## src/seb_pkg.sv

```systemverilog
// Shared types and constants for the serial EEPROM block reader.
// Used by the channel interfaces and every module under src.
package seb_pkg;

  localparam int RETURN_BITS_DEF  = 68;
  localparam int DISCARD_BITS_DEF = 4;

  localparam int ADDR_W  = 14;
  localparam int COUNT_W = 11;
  localparam int DATA_W  = 64;
  localparam int KIND_W  = 2;
  localparam int APB_AW  = 3;
  localparam int QDEPTH  = 4;

  localparam logic [KIND_W-1:0] KIND_CMD  = 2'd0;
  localparam logic [KIND_W-1:0] KIND_DATA = 2'd1;
  localparam logic [KIND_W-1:0] KIND_ERR  = 2'd2;

  localparam logic [4:0] ABITS_SMALL = 5'd6;
  localparam logic [4:0] ABITS_LARGE = 5'd14;

  localparam logic OP_START = 1'b0;
  localparam logic OP_BIT   = 1'b1;

  typedef enum logic [1:0] {
    JOB_ERR,
    JOB_FRAME,
    JOB_DATA,
    JOB_DATA_FRAME
  } job_kind_t;

  typedef struct packed {
    job_kind_t          kind;
    logic [DATA_W-1:0]  data;
    logic [ADDR_W-1:0]  addr;
    logic               last;
    logic               wide_addr;
  } job_t;

  typedef struct packed {
    logic full;
    logic empty;
  } q_stat_t;

  typedef struct packed {
    logic [KIND_W-1:0] kind;
    logic              send_bit;
    logic [DATA_W-1:0] block_data;
    logic [ADDR_W-1:0] block_addr;
    logic              frame_end;
    logic              all_done;
  } beat_t;

  typedef enum logic {
    BK_JOB,
    BK_FRAME
  } bk_state_t;

endpackage

```

## src/seb_ifs.sv

```systemverilog
// Valid/ready channel interfaces for input items and result beats.
// Depends on seb_pkg for field widths.
interface seb_item_if;
  import seb_pkg::*;
  logic               valid;
  logic               ready;
  logic               opcode;
  logic [ADDR_W-1:0]  first_block;
  logic [COUNT_W-1:0] block_count;
  logic               bit_in;
  modport source(output valid, opcode, first_block, block_count, bit_in, input ready);
  modport sink(input valid, opcode, first_block, block_count, bit_in, output ready);
endinterface

interface seb_result_if;
  import seb_pkg::*;
  logic              valid;
  logic              ready;
  logic [KIND_W-1:0] kind;
  logic              send_bit;
  logic [DATA_W-1:0] block_data;
  logic [ADDR_W-1:0] block_addr;
  logic              frame_end;
  logic              all_done;
  modport source(output valid, kind, send_bit, block_data, block_addr, frame_end, all_done,
                 input ready);
  modport sink(input valid, kind, send_bit, block_data, block_addr, frame_end, all_done,
               output ready);
endinterface

```

## src/seb_front.sv

```systemverilog
// Front end: accepts items, tracks the read state and the returned-bit shifter,
// and posts one job per item that causes results. Depends on seb_pkg, seb_ifs.
module seb_front #(
  parameter int RETURN_BITS  = seb_pkg::RETURN_BITS_DEF,
  parameter int DISCARD_BITS = seb_pkg::DISCARD_BITS_DEF
) (
  input  logic             clk,
  input  logic             rst,
  input  logic             large_part,
  seb_item_if.sink         item,
  input  seb_pkg::q_stat_t q_stat,
  output logic             push,
  output seb_pkg::job_t    push_job
);
  import seb_pkg::*;

  localparam int PosW = $clog2(RETURN_BITS + 1);

  logic               busy, busy_next;
  logic [PosW-1:0]    bit_position, bit_position_next, bp1;
  logic [DATA_W-1:0]  shift_word, shift_word_next, shifted;
  logic [ADDR_W-1:0]  current_block, current_block_next;
  logic [COUNT_W-1:0] blocks_left, blocks_left_next;
  logic               accept;

  assign item.ready = !q_stat.full;
  assign accept     = item.valid && item.ready;
  assign bp1        = bit_position + 1'b1;

  always_comb begin
    shifted = shift_word;
    if (bp1 > PosW'(DISCARD_BITS)) begin
      shifted = {shift_word[DATA_W-2:0], item.bit_in};
    end
  end

  always_comb begin
    busy_next          = busy;
    bit_position_next  = bit_position;
    shift_word_next    = shift_word;
    current_block_next = current_block;
    blocks_left_next   = blocks_left;
    push               = 1'b0;
    push_job.kind      = JOB_ERR;
    push_job.data      = '0;
    push_job.addr      = current_block;
    push_job.last      = 1'b0;
    push_job.wide_addr = large_part;
    if (accept) begin
      if (item.opcode == OP_START) begin
        if (busy) begin
          push = 1'b1;
        end else if (item.block_count != '0) begin
          busy_next          = 1'b1;
          current_block_next = item.first_block;
          blocks_left_next   = item.block_count;
          bit_position_next  = '0;
          shift_word_next    = '0;
          push               = 1'b1;
          push_job.kind      = JOB_FRAME;
          push_job.addr      = item.first_block;
        end
      end else if (!busy) begin
        push = 1'b1;
      end else if (bp1 < PosW'(RETURN_BITS)) begin
        bit_position_next = bp1;
        shift_word_next   = shifted;
      end else begin
        push               = 1'b1;
        push_job.kind      = (blocks_left == COUNT_W'(1)) ? JOB_DATA : JOB_DATA_FRAME;
        push_job.data      = shifted;
        push_job.last      = (blocks_left == COUNT_W'(1));
        blocks_left_next   = blocks_left - 1'b1;
        current_block_next = current_block + 1'b1;
        bit_position_next  = '0;
        shift_word_next    = '0;
        if (blocks_left == COUNT_W'(1)) begin
          busy_next = 1'b0;
        end
      end
    end
  end

  always_ff @(posedge clk) begin
    if (rst) begin
      busy          <= 1'b0;
      bit_position  <= '0;
      shift_word    <= '0;
      current_block <= '0;
      blocks_left   <= '0;
    end else begin
      busy          <= busy_next;
      bit_position  <= bit_position_next;
      shift_word    <= shift_word_next;
      current_block <= current_block_next;
      blocks_left   <= blocks_left_next;
    end
  end

endmodule

```

## src/seb_queue.sv

```systemverilog
// Short job queue between the front end and the frame sequencer.
// Depends on seb_pkg.
module seb_queue (
  input  logic             clk,
  input  logic             rst,
  input  logic             push,
  input  seb_pkg::job_t    push_job,
  input  logic             pop,
  output seb_pkg::job_t    head,
  output seb_pkg::q_stat_t q_stat
);
  import seb_pkg::*;

  localparam int PtrW = $clog2(QDEPTH);
  localparam int CntW = $clog2(QDEPTH + 1);

  job_t            slots [QDEPTH];
  logic [PtrW-1:0] wp, rp;
  logic [CntW-1:0] cnt;
  logic            do_push, do_pop;

  assign q_stat.full  = (cnt == CntW'(QDEPTH));
  assign q_stat.empty = (cnt == '0);
  assign do_push      = push && !q_stat.full;
  assign do_pop       = pop && !q_stat.empty;
  assign head         = slots[rp];

  always_ff @(posedge clk) begin
    if (do_push) begin
      slots[wp] <= push_job;
    end
  end

  always_ff @(posedge clk) begin
    if (rst) begin
      wp  <= '0;
      rp  <= '0;
      cnt <= '0;
    end else begin
      if (do_push) begin
        wp <= (wp == PtrW'(QDEPTH - 1)) ? '0 : wp + 1'b1;
      end
      if (do_pop) begin
        rp <= (rp == PtrW'(QDEPTH - 1)) ? '0 : rp + 1'b1;
      end
      cnt <= cnt + CntW'(do_push) - CntW'(do_pop);
    end
  end

endmodule

```

## src/seb_back.sv

```systemverilog
// Back end: expands queued jobs into result beats, one per cycle unless
// result.ready stalls the registered output stage. Depends on seb_pkg and seb_ifs.
module seb_back (
  input  logic             clk,
  input  logic             rst,
  input  seb_pkg::job_t    head,
  input  seb_pkg::q_stat_t q_stat,
  output logic             pop,
  seb_result_if.source     result
);
  import seb_pkg::*;

  bk_state_t         state, state_next;
  logic [4:0]        idx, idx_next, abits, stop_idx, pos;
  logic [ADDR_W-1:0] faddr, faddr_next;
  logic              out_valid, out_load, emit;
  beat_t             res, beat;

  assign out_load = !out_valid || result.ready;
  assign abits    = head.wide_addr ? ABITS_LARGE : ABITS_SMALL;
  assign stop_idx = abits + 5'd2;
  assign pos      = abits + 5'd1 - idx;

  always_comb begin
    state_next = state;
    unique case (state)
      BK_JOB: begin
        if (!q_stat.empty && out_load &&
            (head.kind == JOB_FRAME || head.kind == JOB_DATA_FRAME)) begin
          state_next = BK_FRAME;
        end
      end
      BK_FRAME: begin
        if (out_load && idx == stop_idx) begin
          state_next = BK_JOB;
        end
      end
      default: state_next = BK_JOB;
    endcase
  end

  always_comb begin
    emit       = 1'b0;
    pop        = 1'b0;
    idx_next   = idx;
    faddr_next = faddr;
    beat       = '0;
    unique case (state)
      BK_JOB: begin
        if (!q_stat.empty && out_load) begin
          unique case (head.kind)
            JOB_ERR: begin
              emit      = 1'b1;
              beat.kind = KIND_ERR;
              pop       = 1'b1;
            end
            JOB_FRAME: begin
              faddr_next = head.addr;
              idx_next   = '0;
            end
            JOB_DATA: begin
              emit            = 1'b1;
              beat.kind       = KIND_DATA;
              beat.block_data = head.data;
              beat.block_addr = head.addr;
              beat.all_done   = head.last;
              pop             = 1'b1;
            end
            JOB_DATA_FRAME: begin
              emit            = 1'b1;
              beat.kind       = KIND_DATA;
              beat.block_data = head.data;
              beat.block_addr = head.addr;
              beat.all_done   = head.last;
              faddr_next      = head.addr + 1'b1;
              idx_next        = '0;
            end
            default: pop = 1'b1;
          endcase
        end
      end
      BK_FRAME: begin
        if (out_load) begin
          emit            = 1'b1;
          beat.kind       = KIND_CMD;
          beat.block_addr = faddr;
          idx_next        = idx + 1'b1;
          priority if (idx < 5'd2) begin
            beat.send_bit = 1'b1;
          end else if (idx == stop_idx) begin
            beat.send_bit  = 1'b0;
            beat.frame_end = 1'b1;
            pop            = 1'b1;
            idx_next       = '0;
          end else begin
            beat.send_bit = faddr[pos[3:0]];
          end
        end
      end
      default: begin
      end
    endcase
  end

  always_ff @(posedge clk) begin
    if (rst) begin
      state     <= BK_JOB;
      idx       <= '0;
      out_valid <= 1'b0;
    end else begin
      state <= state_next;
      idx   <= idx_next;
      if (out_load) begin
        out_valid <= emit;
      end
    end
  end

  always_ff @(posedge clk) begin
    faddr <= faddr_next;
    if (out_load && emit) begin
      res <= beat;
    end
  end

  assign result.valid      = out_valid;
  assign result.kind       = res.kind;
  assign result.send_bit   = res.send_bit;
  assign result.block_data = res.block_data;
  assign result.block_addr = res.block_addr;
  assign result.frame_end  = res.frame_end;
  assign result.all_done   = res.all_done;

endmodule

```

## src/serial_eeprom_block_reader.sv

```systemverilog
// Serial EEPROM block reader: one returned bit or start item per cycle enters
// while the job queue has room; result beats leave one per cycle while
// result.ready is high. Beats pass the job queue and a registered output stage.
// A frame is 9 (small part) or 17 (large part) command beats from the sequencer,
// after a dispatch step when it does not follow a data beat; a 4-job queue
// decouples input from output. Synchronous reset clears all control state.
module serial_eeprom_block_reader #(
  parameter int RETURN_BITS  = seb_pkg::RETURN_BITS_DEF,
  parameter int DISCARD_BITS = seb_pkg::DISCARD_BITS_DEF
) (
  input  logic                       clk,
  input  logic                       rst,
  input  logic                       psel,
  input  logic                       penable,
  input  logic                       pwrite,
  input  logic [seb_pkg::APB_AW-1:0] paddr,
  input  logic [31:0]                pwdata,
  output logic [31:0]                prdata,
  output logic                       pready,
  seb_item_if.sink                   item,
  seb_result_if.source               result
);
  import seb_pkg::*;

  logic    large_part;
  logic    push, pop;
  job_t    push_job, head;
  q_stat_t q_stat;

  assign pready = 1'b1;
  assign prdata = (paddr[APB_AW-1] == 1'b0) ? {31'd0, large_part} : 32'd0;

  always_ff @(posedge clk) begin
    if (rst) begin
      large_part <= 1'b0;
    end else if (psel && penable && pwrite && pready && paddr[APB_AW-1] == 1'b0) begin
      large_part <= pwdata[0];
    end
  end

  seb_front #(
    .RETURN_BITS (RETURN_BITS),
    .DISCARD_BITS(DISCARD_BITS)
  ) u_front (
    .clk       (clk),
    .rst       (rst),
    .large_part(large_part),
    .item      (item),
    .q_stat    (q_stat),
    .push      (push),
    .push_job  (push_job)
  );

  seb_queue u_queue (
    .clk     (clk),
    .rst     (rst),
    .push    (push),
    .push_job(push_job),
    .pop     (pop),
    .head    (head),
    .q_stat  (q_stat)
  );

  seb_back u_back (
    .clk   (clk),
    .rst   (rst),
    .head  (head),
    .q_stat(q_stat),
    .pop   (pop),
    .result(result)
  );

  a_no_overflow: assert property (@(posedge clk) disable iff (rst)
    push |-> !q_stat.full)
    else $error("job queue written while full");

  a_frame_end_stop: assert property (@(posedge clk) disable iff (rst)
    result.valid && result.frame_end |-> result.kind == KIND_CMD && !result.send_bit)
    else $error("frame end beat is not a zero command bit");

  a_done_on_data: assert property (@(posedge clk) disable iff (rst)
    result.valid && result.all_done |-> result.kind == KIND_DATA)
    else $error("completion flag outside a data beat");

  a_err_clean: assert property (@(posedge clk) disable iff (rst)
    result.valid && result.kind == KIND_ERR |-> result.block_addr == '0 &&
    result.block_data == '0)
    else $error("error beat carries payload");

endmodule
```

## src/flat_wrapper.sv

```systemverilog
// flat-port wrapper written by rule: the top's interface ports become plain ports
module serial_eeprom_block_reader_flat import seb_pkg::*;
#(
  parameter int RETURN_BITS  = seb_pkg::RETURN_BITS_DEF,
  parameter int DISCARD_BITS = seb_pkg::DISCARD_BITS_DEF
)
  (clk, rst, psel, penable, pwrite, paddr, pwdata, prdata, pready, item_valid, item_opcode, item_first_block, item_block_count, item_bit_in, item_ready, result_valid, result_kind, result_send_bit, result_block_data, result_block_addr, result_frame_end, result_all_done, result_ready);
  seb_item_if item_i ();
  seb_result_if result_i ();
  input  logic clk;
  input  logic rst;
  input  logic psel;
  input  logic penable;
  input  logic pwrite;
  input  logic [seb_pkg::APB_AW-1:0] paddr;
  input  logic [31:0] pwdata;
  output logic [31:0] prdata;
  output logic pready;
  input wire logic [$bits(item_i.valid)-1:0] item_valid;
  input wire logic [$bits(item_i.opcode)-1:0] item_opcode;
  input wire logic [$bits(item_i.first_block)-1:0] item_first_block;
  input wire logic [$bits(item_i.block_count)-1:0] item_block_count;
  input wire logic [$bits(item_i.bit_in)-1:0] item_bit_in;
  output wire logic [$bits(item_i.ready)-1:0] item_ready;
  output wire logic [$bits(result_i.valid)-1:0] result_valid;
  output wire logic [$bits(result_i.kind)-1:0] result_kind;
  output wire logic [$bits(result_i.send_bit)-1:0] result_send_bit;
  output wire logic [$bits(result_i.block_data)-1:0] result_block_data;
  output wire logic [$bits(result_i.block_addr)-1:0] result_block_addr;
  output wire logic [$bits(result_i.frame_end)-1:0] result_frame_end;
  output wire logic [$bits(result_i.all_done)-1:0] result_all_done;
  input wire logic [$bits(result_i.ready)-1:0] result_ready;
  assign item_i.valid = item_valid;
  assign item_i.opcode = item_opcode;
  assign item_i.first_block = item_first_block;
  assign item_i.block_count = item_block_count;
  assign item_i.bit_in = item_bit_in;
  assign item_ready = item_i.ready;
  assign result_valid = result_i.valid;
  assign result_kind = result_i.kind;
  assign result_send_bit = result_i.send_bit;
  assign result_block_data = result_i.block_data;
  assign result_block_addr = result_i.block_addr;
  assign result_frame_end = result_i.frame_end;
  assign result_all_done = result_i.all_done;
  assign result_i.ready = result_ready;
  serial_eeprom_block_reader #(.RETURN_BITS(RETURN_BITS), .DISCARD_BITS(DISCARD_BITS)) u_core (.clk(clk), .rst(rst), .psel(psel), .penable(penable), .pwrite(pwrite), .paddr(paddr), .pwdata(pwdata), .prdata(prdata), .pready(pready), .item(item_i), .result(result_i));
endmodule
```

## config.mk

```make
export PLATFORM = sky130hd
export DESIGN_NAME = serial_eeprom_block_reader_flat
export DESIGN_NICKNAME = d
export VERILOG_FILES = /design/src/seb_pkg.sv /design/src/seb_ifs.sv /design/src/seb_front.sv /design/src/seb_queue.sv /design/src/seb_back.sv /design/src/serial_eeprom_block_reader.sv /design/src/flat_wrapper.sv
export SDC_FILE = /design/constraint.sdc
export NUM_CORES = 1
export LEC_CHECK = 0
export BUFFER_PORTS_ARGS = -buffer_cell sky130_fd_sc_hd__buf_2
export CAP_MARGIN = 20
export CORE_MARGIN = 5
export CORE_UTILIZATION = 50
export CTS_CLUSTER_SIZE = 14
export DETAILED_ROUTE_END_ITERATION = 8
export HOLD_SLACK_MARGIN = 0.06
export PLACE_DENSITY_LB_ADDON = 0.2
export SKIP_LAST_GASP = 1
export SYNTH_ARGS = -nofsm -noshare
export SYNTH_HDL_FRONTEND = slang
export SYNTH_SLANG_ARGS = --single-unit
```

## constraint.sdc

```tcl
create_clock -name clk -period 5.8 [get_ports clk]
set_input_delay 1.45 -clock clk [delete_from_list [all_inputs] [get_ports clk]]
set_output_delay 1.45 -clock clk [all_outputs]
set_load 0.1 [all_outputs]
```

-- After elaboration in Yosys (flattened, before gate mapping)
Memory sizes are Yosys's and may differ from the RTL's. A register that Yosys moved wholly into a read port is not among the register bits.
Cells that the tools add are included.
- mux-type cells: 82
- $lt $le $gt $ge: 4
- bitwise operators: 4
- add/subtract/negate cells: 12
- equal/unequal tests: 15
- reduce and logical (&&, ||, !) cells: 31
- operator list (cell ; number):
    64-bit 2-to-1 mux ; 7
    66-bit 2-to-1 mux ; 2
    14-bit 2-to-1 mux ; 8
    81-bit 2-to-1 mux ; 1
    14-bit case mux with 2 select lines ; 2
    11-bit 2-to-1 mux ; 5
    7-bit 2-to-1 mux ; 5
    1-bit 2-to-1 mux ; 32
    14-bit by 1-bit adder with 14-bit output (second input constant) ; 2
    5-bit 2-to-1 mux ; 5
    15-bit 2-to-1 mux ; 1
    2-bit 2-to-1 mux ; 6
    11-bit by 1-bit == test with 1-bit output (second input constant) ; 1
    11-bit nonzero test ; 1
    11-bit by 1-bit subtractor with 11-bit output (second input constant) ; 1
    1-bit logical AND ; 10
    2-bit != test (second input constant) ; 5
    5-bit case mux with 2 select lines ; 1
    3-bit AND reduction ; 3
    2-bit == test (second input constant) ; 4
    2-bit case mux with 2 select lines ; 2
    7-bit by 1-bit adder with 7-bit output (second input constant) ; 1
    7-bit by 3-bit > comparator with 1-bit output (second input constant) ; 1
    7-bit less-than comparator (second input constant) ; 1
    27 further kinds ; 41
- input bits: 69
- output and inout bits: 118
- memories kept: 1
- flip-flop bits (word level): 209
- memory bits (writable): 328
- memory list (memory ; depth ; width ; read ports ; clocked after Yosys merged registers in ; wr ports ; line ; source):
    u_core.u_queue.slots ; 4 ; 82 ; 1 ; 1 ; 1 ; seb_queue.sv:17 ; job_t slots [QDEPTH];

-- Longest topological paths before layout
Gate-level depths: netlist (run 1).
- word-level depth: 10
- gate-level depth with buffers: 15
- gate-level depth less buffers: 15

-- By module
A second synthesis (run 1) with hierarchy kept.
- cell total of the unflattened synthesis: 1584
- area total of the unflattened synthesis: 22559.1 um2
- by module, submodules not included (module ; sequential area each (um2) ; area an instance (um2) ; instances ; cells an instance):
    seb_queue ; 10029.6 ; 12288.0 ; 1 ; 479
    seb_front ; 1941.9 ; 5592.9 ; 1 ; 763
    seb_back ; 3052.9 ; 4369.2 ; 1 ; 302
    serial_eeprom_block_reader ; 20.0 ; 309.0 ; 1 ; 40

-- Worst setup path after synthesis (run 1)
OpenSTA, ideal clock, no wires.
- path type: input to register
- start: in result_ready
- end: reg u_core.u_back.res, in the netlist u_core.u_back.result.all_done, enable pin
- stages on the path: 2
- path slack: 0.264 ns
- setup time: 0.525 ns
- arrival time: 5.011 ns
- data required time: 5.275 ns
- cell sequence: nor2b_1 -> nor2_1
- cells in the longest elaborated chain, start to end: 5
- elaborated cells on any way between the ends: 6
- those cells by class: mux (3); reduce/logical (3)
- RTL lines (what ; line ; source):
    start, declared ; flat_wrapper.sv:32 ; input wire logic [$bits(result_i.ready)-1:0] result_ready;
    1-bit logical OR * ; seb_back.sv:19 ; assign out_load = !out_valid || result.ready;
    1-bit logical AND ; seb_back.sv:50 ; if (!q_stat.empty && out_load) begin
    1-bit 2-to-1 mux ; seb_back.sv:50 ;
    1-bit case mux with 2 select lines ; seb_back.sv:48 ; unique case (state)
    1-bit logical AND * ; seb_back.sv:121 ; if (out_load && emit) begin
    end signal, assigned ; seb_back.sv:122 ; res <= beat;
    end, declared ; seb_back.sv:17 ; beat_t res, beat;
Mark *: on every way between the ends. The rest lies on a longest branch, timed or not.
A chain may end at the register's enable or synchronous reset.

-- Worst setup path in the final report (run 1)
- start: in item_block_count[0]
- end: reg u_core.u_queue.cnt[2]
- cells in the longest elaborated chain, start to end: 8
- RTL lines (what ; line ; source):
    start, declared ; flat_wrapper.sv:22 ; input wire logic [$bits(item_i.block_count)-1:0] item_block_count;
    11-bit nonzero test ; seb_front.sv:53 ; end else if (item.block_count != '0) begin
    1-bit 2-to-1 mux ; seb_front.sv:53 ;
    1-bit 2-to-1 mux ; seb_front.sv:51 ; if (busy) begin
    1-bit 2-to-1 mux ; seb_front.sv:50 ; if (item.opcode == OP_START) begin
    1-bit 2-to-1 mux ; seb_front.sv:49 ; if (accept) begin
    1-bit logical AND ; seb_queue.sv:24 ; assign do_push = push && !q_stat.full;
    3-bit by 1-bit adder with 3-bit output ; seb_queue.sv:46 ; cnt <= cnt + CntW'(do_push) - CntW'(do_pop);
    3-bit by 1-bit subtractor with 3-bit output ; seb_queue.sv:46 ;
    end signal, assigned ; seb_queue.sv:46 ;
    end, declared ; seb_queue.sv:19 ; logic [CntW-1:0] cnt;
Every way passes these cells.

==> results of run 1 <==
-- synthesized netlist by cell type (13+ instances only) --
| cell type | n |
|---|---|
| edfxtp_1 | 425 |
| nand2_1 | 189 |
| dfxtp_1 | 114 |
| a21oi_1 | 102 |
| mux4_2 | 82 |
| a22o_1 | 79 |
| and3_1 | 69 |
| clkbuf_1 | 54 |
| nor2_1 | 44 |
| buf_4 | 34 |
| o21ai_0 | 31 |
| inv_1 | 25 |
| buf_2 | 22 |
| nor3_1 | 22 |
| nand3_1 | 20 |
| mux2_2 | 16 |
| and2_1 | 14 |
| ha_1 | 14 |
| buf_6 | 13 |
| xnor2_1 | 13 |
-- registers in the layout, indices dropped and copies added, names as in the netlist, named ones only --
register / count
u_core.u_front.current_block: 14
u_core.u_queue.wp: 2
u_core.u_back.result.send_bit: 1
u_core.u_back.idx: 5
u_core.u_back.result.all_done: 1
u_core.u_front.shift_word: 64
u_core.u_back.result.block_data: 64
u_core.u_front.busy: 1
u_core.u_back.state: 1
u_core.u_back.result.kind: 2
u_core.u_back.result.frame_end: 1
u_core.u_back.faddr: 14
u_core.u_queue.rp: 2
u_core.u_back.result.block_addr: 14
u_core.u_back.result.valid: 1
u_core.u_queue.cnt: 3
u_core.u_front.blocks_left: 11
u_core.large_part: 1
u_core.u_front.bit_position: 7
u_core.u_queue.slots: 328
-- per-stage QoR --
stage,instances,power (mW)
2_1_floorplan,1549,8.79
3_3_place_gp,2155,9.52
3_5_place_dp,2155,9.56
4_1_cts,2256,12.9
5_1_grt,2256,13.3
6_report,2256,12.8
-- cells by family after synthesis --
group	Yosys count	synth area share
and+or+nand+nor	414	0.0896
adders and majority gates	15	0.00877
other	2	0.000337
buffers and inverters	151	0.0368
AOI/OAI and AO/OA	266	0.0814
DFF	539	0.676
muxes	111	0.0991
xor gates and xnor gates	21	0.00826
-- final cells by class --
class / count / area (um2)
multi-input combinational: 859 / 6550
clock inverter: 15 / 148
sequential: 539 / 15100
fill: 3612 / 19200
clock buffer: 86 / 1570
tap: 592 / 741
timing repair buffer: 139 / 741
inverter: 26 / 97.6
-- worst max path at each step --
stage	end	cells after the start	slack, ps	start
2_1_floorplan	u_core.u_back.result.all_done	2	260	result_ready
3_3_place_gp	u_core.u_queue.cnt[2]	14	1200	item_block_count[0]
3_5_place_dp	u_core.u_queue.cnt[2]	14	1170	item_block_count[0]
4_1_cts	u_core.u_queue.cnt[2]	14	1780	item_block_count[0]
5_1_grt	u_core.u_queue.cnt[2]	14	1510	item_block_count[0]
6_report	u_core.u_queue.cnt[2]	14	1710	item_block_count[0]
-- power by group through the flow --
stage | sequential, mW | combinational, mW | clock (mW)
floorplan | 7.38 | 1.41 | 0
global placement | 5.19 | 4.32 | 0
detailed placement | 5.22 | 4.34 | 0
CTS | 5.14 | 4.35 | 3.46
global route | 5.19 | 4.50 | 3.61
finish | 5.13 | 4.29 | 3.37
-- worst max-delay path, cell delays in order --
cell     delay (ps)
buf_2           110
nor4_1          600
nand3_1         250
o31ai_1         580
nor2_1          220
inv_1           100
ha_1            230
inv_1            50
ha_1            120
inv_1            50
fa_1            390
xor2_1          170
xnor2_1         130
nor2_1           50
-- layer usage --
layer / global-route usage / vias up / share of wire
li1: - / 5960 / -
met1: 0.246 / 6473 / 0.43
met2: 0.300 / 286 / 0.49
met3: 0.0403 / 93 / 0.052
met4: 0.0604 / 12 / 0.027
met5: 0 / - / 0.0014
==> flow_metrics.env, run 1 <==
export IMPL_crit_required_ps=6220
export IMPL_clock_root_buffer="clkbuf_16"
export IMPL_clk_latency_ps=590
export IMPL_dp_hpwl_um=26500
export IMPL_p_leak_nw=8.82
export IMPL_hold_worst_slack_ps=468
export IMPL_synth_area_per_cell_um2=14.7
export IMPL_seqPwrFrac=0.401
export IMPL_path_clk_slew_ps=60
export IMPL_drv_slew=0
export IMPL_synth_top_area_frac=0.573
export IMPL_ir_drop_v=0.000468
export IMPL_antenna_found_initial=6
export IMPL_pre_cts_slack_ps=1170
export IMPL_io_buffers=121
export IMPL_async_flop_share=0
export IMPL_vias=12824
export IMPL_syn_cell_area_um2=22300
export IMPL_dr_pass1_iters=5
export IMPL_setup_viol=0
export IMPL_syn_inst=1519
export IMPL_start_util=0.505
export IMPL_ctsHoldBuffers=0
export IMPL_track_usage=0.183
export IMPL_max_freq_mhz=245
export IMPL_rows=77
export IMPL_grt_pass1_wl_um=72100
export IMPL_routed_wl_um=45500
export IMPL_ys_seq_area_frac=0.676
export IMPL_power_density_nw_per_um2=514
export IMPL_grt_pass1_vias=12949
export IMPL_avgViaCountPerCell=5.68
export IMPL_grt_max_degree=69
export IMPL_fin_setup_tns_ps=0
export IMPL_maxCapViolCount=0
export IMPL_run_status="complete, no violations"
export IMPL_synthDistinctLibCells=70
export IMPL_antenna_left=0
export IMPL_pwr_share_comb=0.335
export IMPL_drive_gt1_frac=0.202
export IMPL_pwr_share_clk=0.264
export IMPL_crit_fanout=5
export IMPL_final_cell_mix="edfxtp_1, nand2_1, buf_2"
export IMPL_rr_worst_depth=8
export IMPL_hold_depth=2
export IMPL_hp_start="u_core.u_front.blocks_left[9]"
export IMPL_final_hold_viol_count=0
export IMPL_gp_congestion=0.823
export IMPL_wire_per_inst_um=20.2
export IMPL_intPower_mw=7.74
export IMPL_yosysWarningCount=0
export IMPL_design_area_um2=24900
export IMPL_coreArea_um2=44100
export IMPL_drt_initial_drc_count=943
export IMPL_cts_resized=0
export IMPL_place_area_um2=23200
export IMPL_period_share=0.705
export IMPL_post_route_min_period_ps=4090
export IMPL_finClkSkew_ps=17.0
export IMPL_ctsHtreeMaxLevel=2
export IMPL_worstReg2RegEnd="u_core.u_front.shift_word[61]"
export IMPL_worst_slew_pin_slew_ps=1060
export IMPL_layout_setup_ws_ps=1710
export IMPL_nets=1704
export IMPL_mostFrequentLayoutCell="edfxtp_1"
export IMPL_dieArea_um2=48800
export IMPL_postCtsSetupBuffers=0
export IMPL_holdCritPathClass="register to register"
export IMPL_synth_edff_count=425
export IMPL_area_delta_synth_final_pct=11.9
export IMPL_cts_buffers=55
export IMPL_grt_overflow_total=0
export IMPL_r2r_start="u_core.u_front.bit_position[0]"
export IMPL_route_detailed_drc=0
export IMPL_worstSetupStartpointType="input pin"
export IMPL_worst_slew_margin_rel=0.291
export IMPL_io_pins=187
export IMPL_cts_buffer_depth=3
export IMPL_final_util=0.564
export IMPL_p_switching_mw=5.06
export IMPL_die_w_um=221
export IMPL_diodes=0
export IMPL_swShare=0.395
export IMPL_tritoncts="built"
export IMPL_synth_largest_area_cell="edfxtp_1"
export IMPL_ys_seq_elements=539
export IMPL_holdPathEnd="u_core.u_front.blocks_left[9]"
export IMPL_die_y_um=221
export IMPL_synth_ff_type="edfxtp_1"
export IMPL_arrival_ps=4510
export IMPL_synthTopCellsByArea="edfxtp_1, dfxtp_1, mux4_2"
export IMPL_rsz0062_at_grt="false"
export IMPL_rrSetupSlack_ps=1970
export IMPL_cts_sinks=539
export IMPL_endpoint_kind="register"
export IMPL_path_class="input pin to register"
Power figures use the tool's default switching activity.
==> run 2, diff against run 1 <==
Clock period 5.8 ns to 3.4 ns, I/O delays scaled along.
==> run 2 against run 1 <==
  * Sequential power increased by 69%
  * Die area unchanged
  * Clock skew shrank 7.2 ps
  * Clock power grew 63%
  * Critical endpoint unchanged
  * Non-clock buffer count up 25
  * Core utilization increased by 0.54 points
  * Largest cell class unchanged
  * Largest power group unchanged
  * Cell area increased by 0.96%
  * Worst hold slack improved by 3.9 ps
  * Global-route usage shrank 0.070 points
  * First-iteration DRC count rose by 5.5%
==> flow_metrics.env, run 2 (synthesis results as in run 1) <==
export IMPL_ctsHtreeMaxLevel=2
export IMPL_grt_pass1_vias=13125
export IMPL_drt_initial_drc_count=995
export IMPL_dr_pass1_iters=5
export IMPL_ctsHoldBuffers=0
export IMPL_maxCapViolCount=0
export IMPL_gp_congestion=0.857
export IMPL_grt_overflow_total=0
export IMPL_io_pins=187
export IMPL_final_cell_mix="edfxtp_1, nand2_1, buf_2"
export IMPL_final_hold_viol_count=0
export IMPL_endpoint_kind="register"
export IMPL_die_w_um=221
export IMPL_arrival_ps=3580
export IMPL_holdCritPathClass="input pin to register"
export IMPL_dp_hpwl_um=26000
export IMPL_largest_reg_flops=328
export IMPL_fill_cells=3495
export IMPL_worst_slew_margin_rel=0.494
export IMPL_power_mw=21.6
export IMPL_period_share=0.918
export IMPL_final_util=0.570
export IMPL_area_delta_synth_final_pct=12.9
export IMPL_start_util=0.505
export IMPL_grt_max_degree=84
export IMPL_run_status="complete, no violations"
export IMPL_path_class="register to register"
export IMPL_rows=77
export IMPL_avgViaCountPerCell=5.75
export IMPL_nets=1727
export IMPL_drive_gt1_frac=0.215
export IMPL_crit_fanout=7
export IMPL_mostFrequentLayoutCell="edfxtp_1"
export IMPL_setup_viol=0
export IMPL_power_density_nw_per_um2=859
export IMPL_largest_register="u_core.u_queue.slots"
export IMPL_cts_sinks=539
export IMPL_io_buffers=121
export IMPL_ir_drop_v=0.000752
export IMPL_layout_setup_ws_ps=277
export IMPL_routed_wl_um=45500
export IMPL_pre_cts_slack_ps=-144
export IMPL_fin_setup_tns_ps=0
export IMPL_clk_latency_ps=590
export IMPL_track_usage=0.182
export IMPL_antenna_left=0
export IMPL_antenna_found_initial=2
export IMPL_max_freq_mhz=320
export IMPL_wire_per_inst_um=19.9
export IMPL_postCtsSetupBuffers=0
export IMPL_post_route_min_period_ps=3120
export IMPL_coreArea_um2=44100
export IMPL_worst_slew_pin_slew_ps=753
export IMPL_crit_required_ps=3860
export IMPL_path_clk_slew_ps=60
export IMPL_route_detailed_drc=0
export IMPL_p_leak_nw=8.94
export IMPL_rsz0062_at_grt="false"
export IMPL_worstSetupStartpointType="register"
export IMPL_vias=13119
export IMPL_dieArea_um2=48800
export IMPL_tritoncts="built"
export IMPL_clock_root_buffer="clkbuf_16"
export IMPL_finClkSkew_ps=9.80
export IMPL_cts_buffers=53
export IMPL_drv_slew=0
export IMPL_die_y_um=221
export IMPL_hold_worst_slack_ps=472
export IMPL_cts_buffer_depth=3
export IMPL_grt_pass1_wl_um=72100
run 2: cell count changes in the layout (fill, tap and decap cells not counted), moves of 3 or more:
cell,before,now
buf_12,0,11
buf_4,18,32
clkinv_2,6,9
clkbuf_1,23,19
run 2: final cells by class:
cell class / count / area (um2) / share of cell area
Multi-Input combinational cell: 859 / 6560 / 0.261
Inverter: 26 / 97.6 / 0.00388
Sequential cell: 539 / 15100 / 0.599
Clock inverter: 21 / 146 / 0.00582
Timing Repair Buffer: 164 / 1070 / 0.0424
Antenna cell: 1 / 2.50 / 0.0000995
Tap cell: 592 / 741 / 0.0295
Clock buffer: 78 / 1480 / 0.0589
run 2: critical path, stage by stage (launching register included):
cell	delay, ps
dfxtp_1	460
ha_2	280
nand3_1	160
or3_1	430
nand2_2	100
a21oi_2	90
nor2_1	130
inv_1	60
ha_1	280
inv_1	50
ha_1	120
inv_1	50
fa_1	390
xor2_1	190
xnor2_1	140
nor2_1	50
run 2: final timing paths:
check,from,end,slack (ps),depth (start not counted)
worst max-delay path,u_core.u_front.bit_position[0],u_core.u_queue.cnt[2],280,15
worst min-delay path,rst,u_core.u_front.bit_position[5],470,2
worst max register to register,u_core.u_front.bit_position[0],u_core.u_queue.cnt[2],280,15
worst min register to register,u_core.u_front.blocks_left[5],u_core.u_front.blocks_left[5],480,2
run 2: where the power goes:
group	leakage (nW)	switching (mW)	internal, mW
Combinational	2.96	5.94	1.51
Clock	0.798	2.39	3.10
Sequential	5.18	0.305	8.37
run 2: through the flow:
| stage | std cells | area [um2] |
|---|---|---|
| CTS | 2279 | 25100 |
| global route | 2279 | 25100 |
| floorplan | 1549 | 22400 |
| detailed placement | 2180 | 23500 |
| global placement | 2180 | 23500 |
| finish | 2280 | 25100 |
run 2: what timing repair did:
action                                  CTS  global route
endpoints found under the setup margin    0             1
resized for setup                         0             2
hold endpoints to repair                  0             0
run 2: layer usage:
layer  vias up  track usage  part of all wire
li1       5995            -                 -
met1      6680        0.249              0.43
met2       376        0.305              0.50
met3        66       0.0301             0.052
met4         2       0.0536             0.020
met5         -            0           0.00031
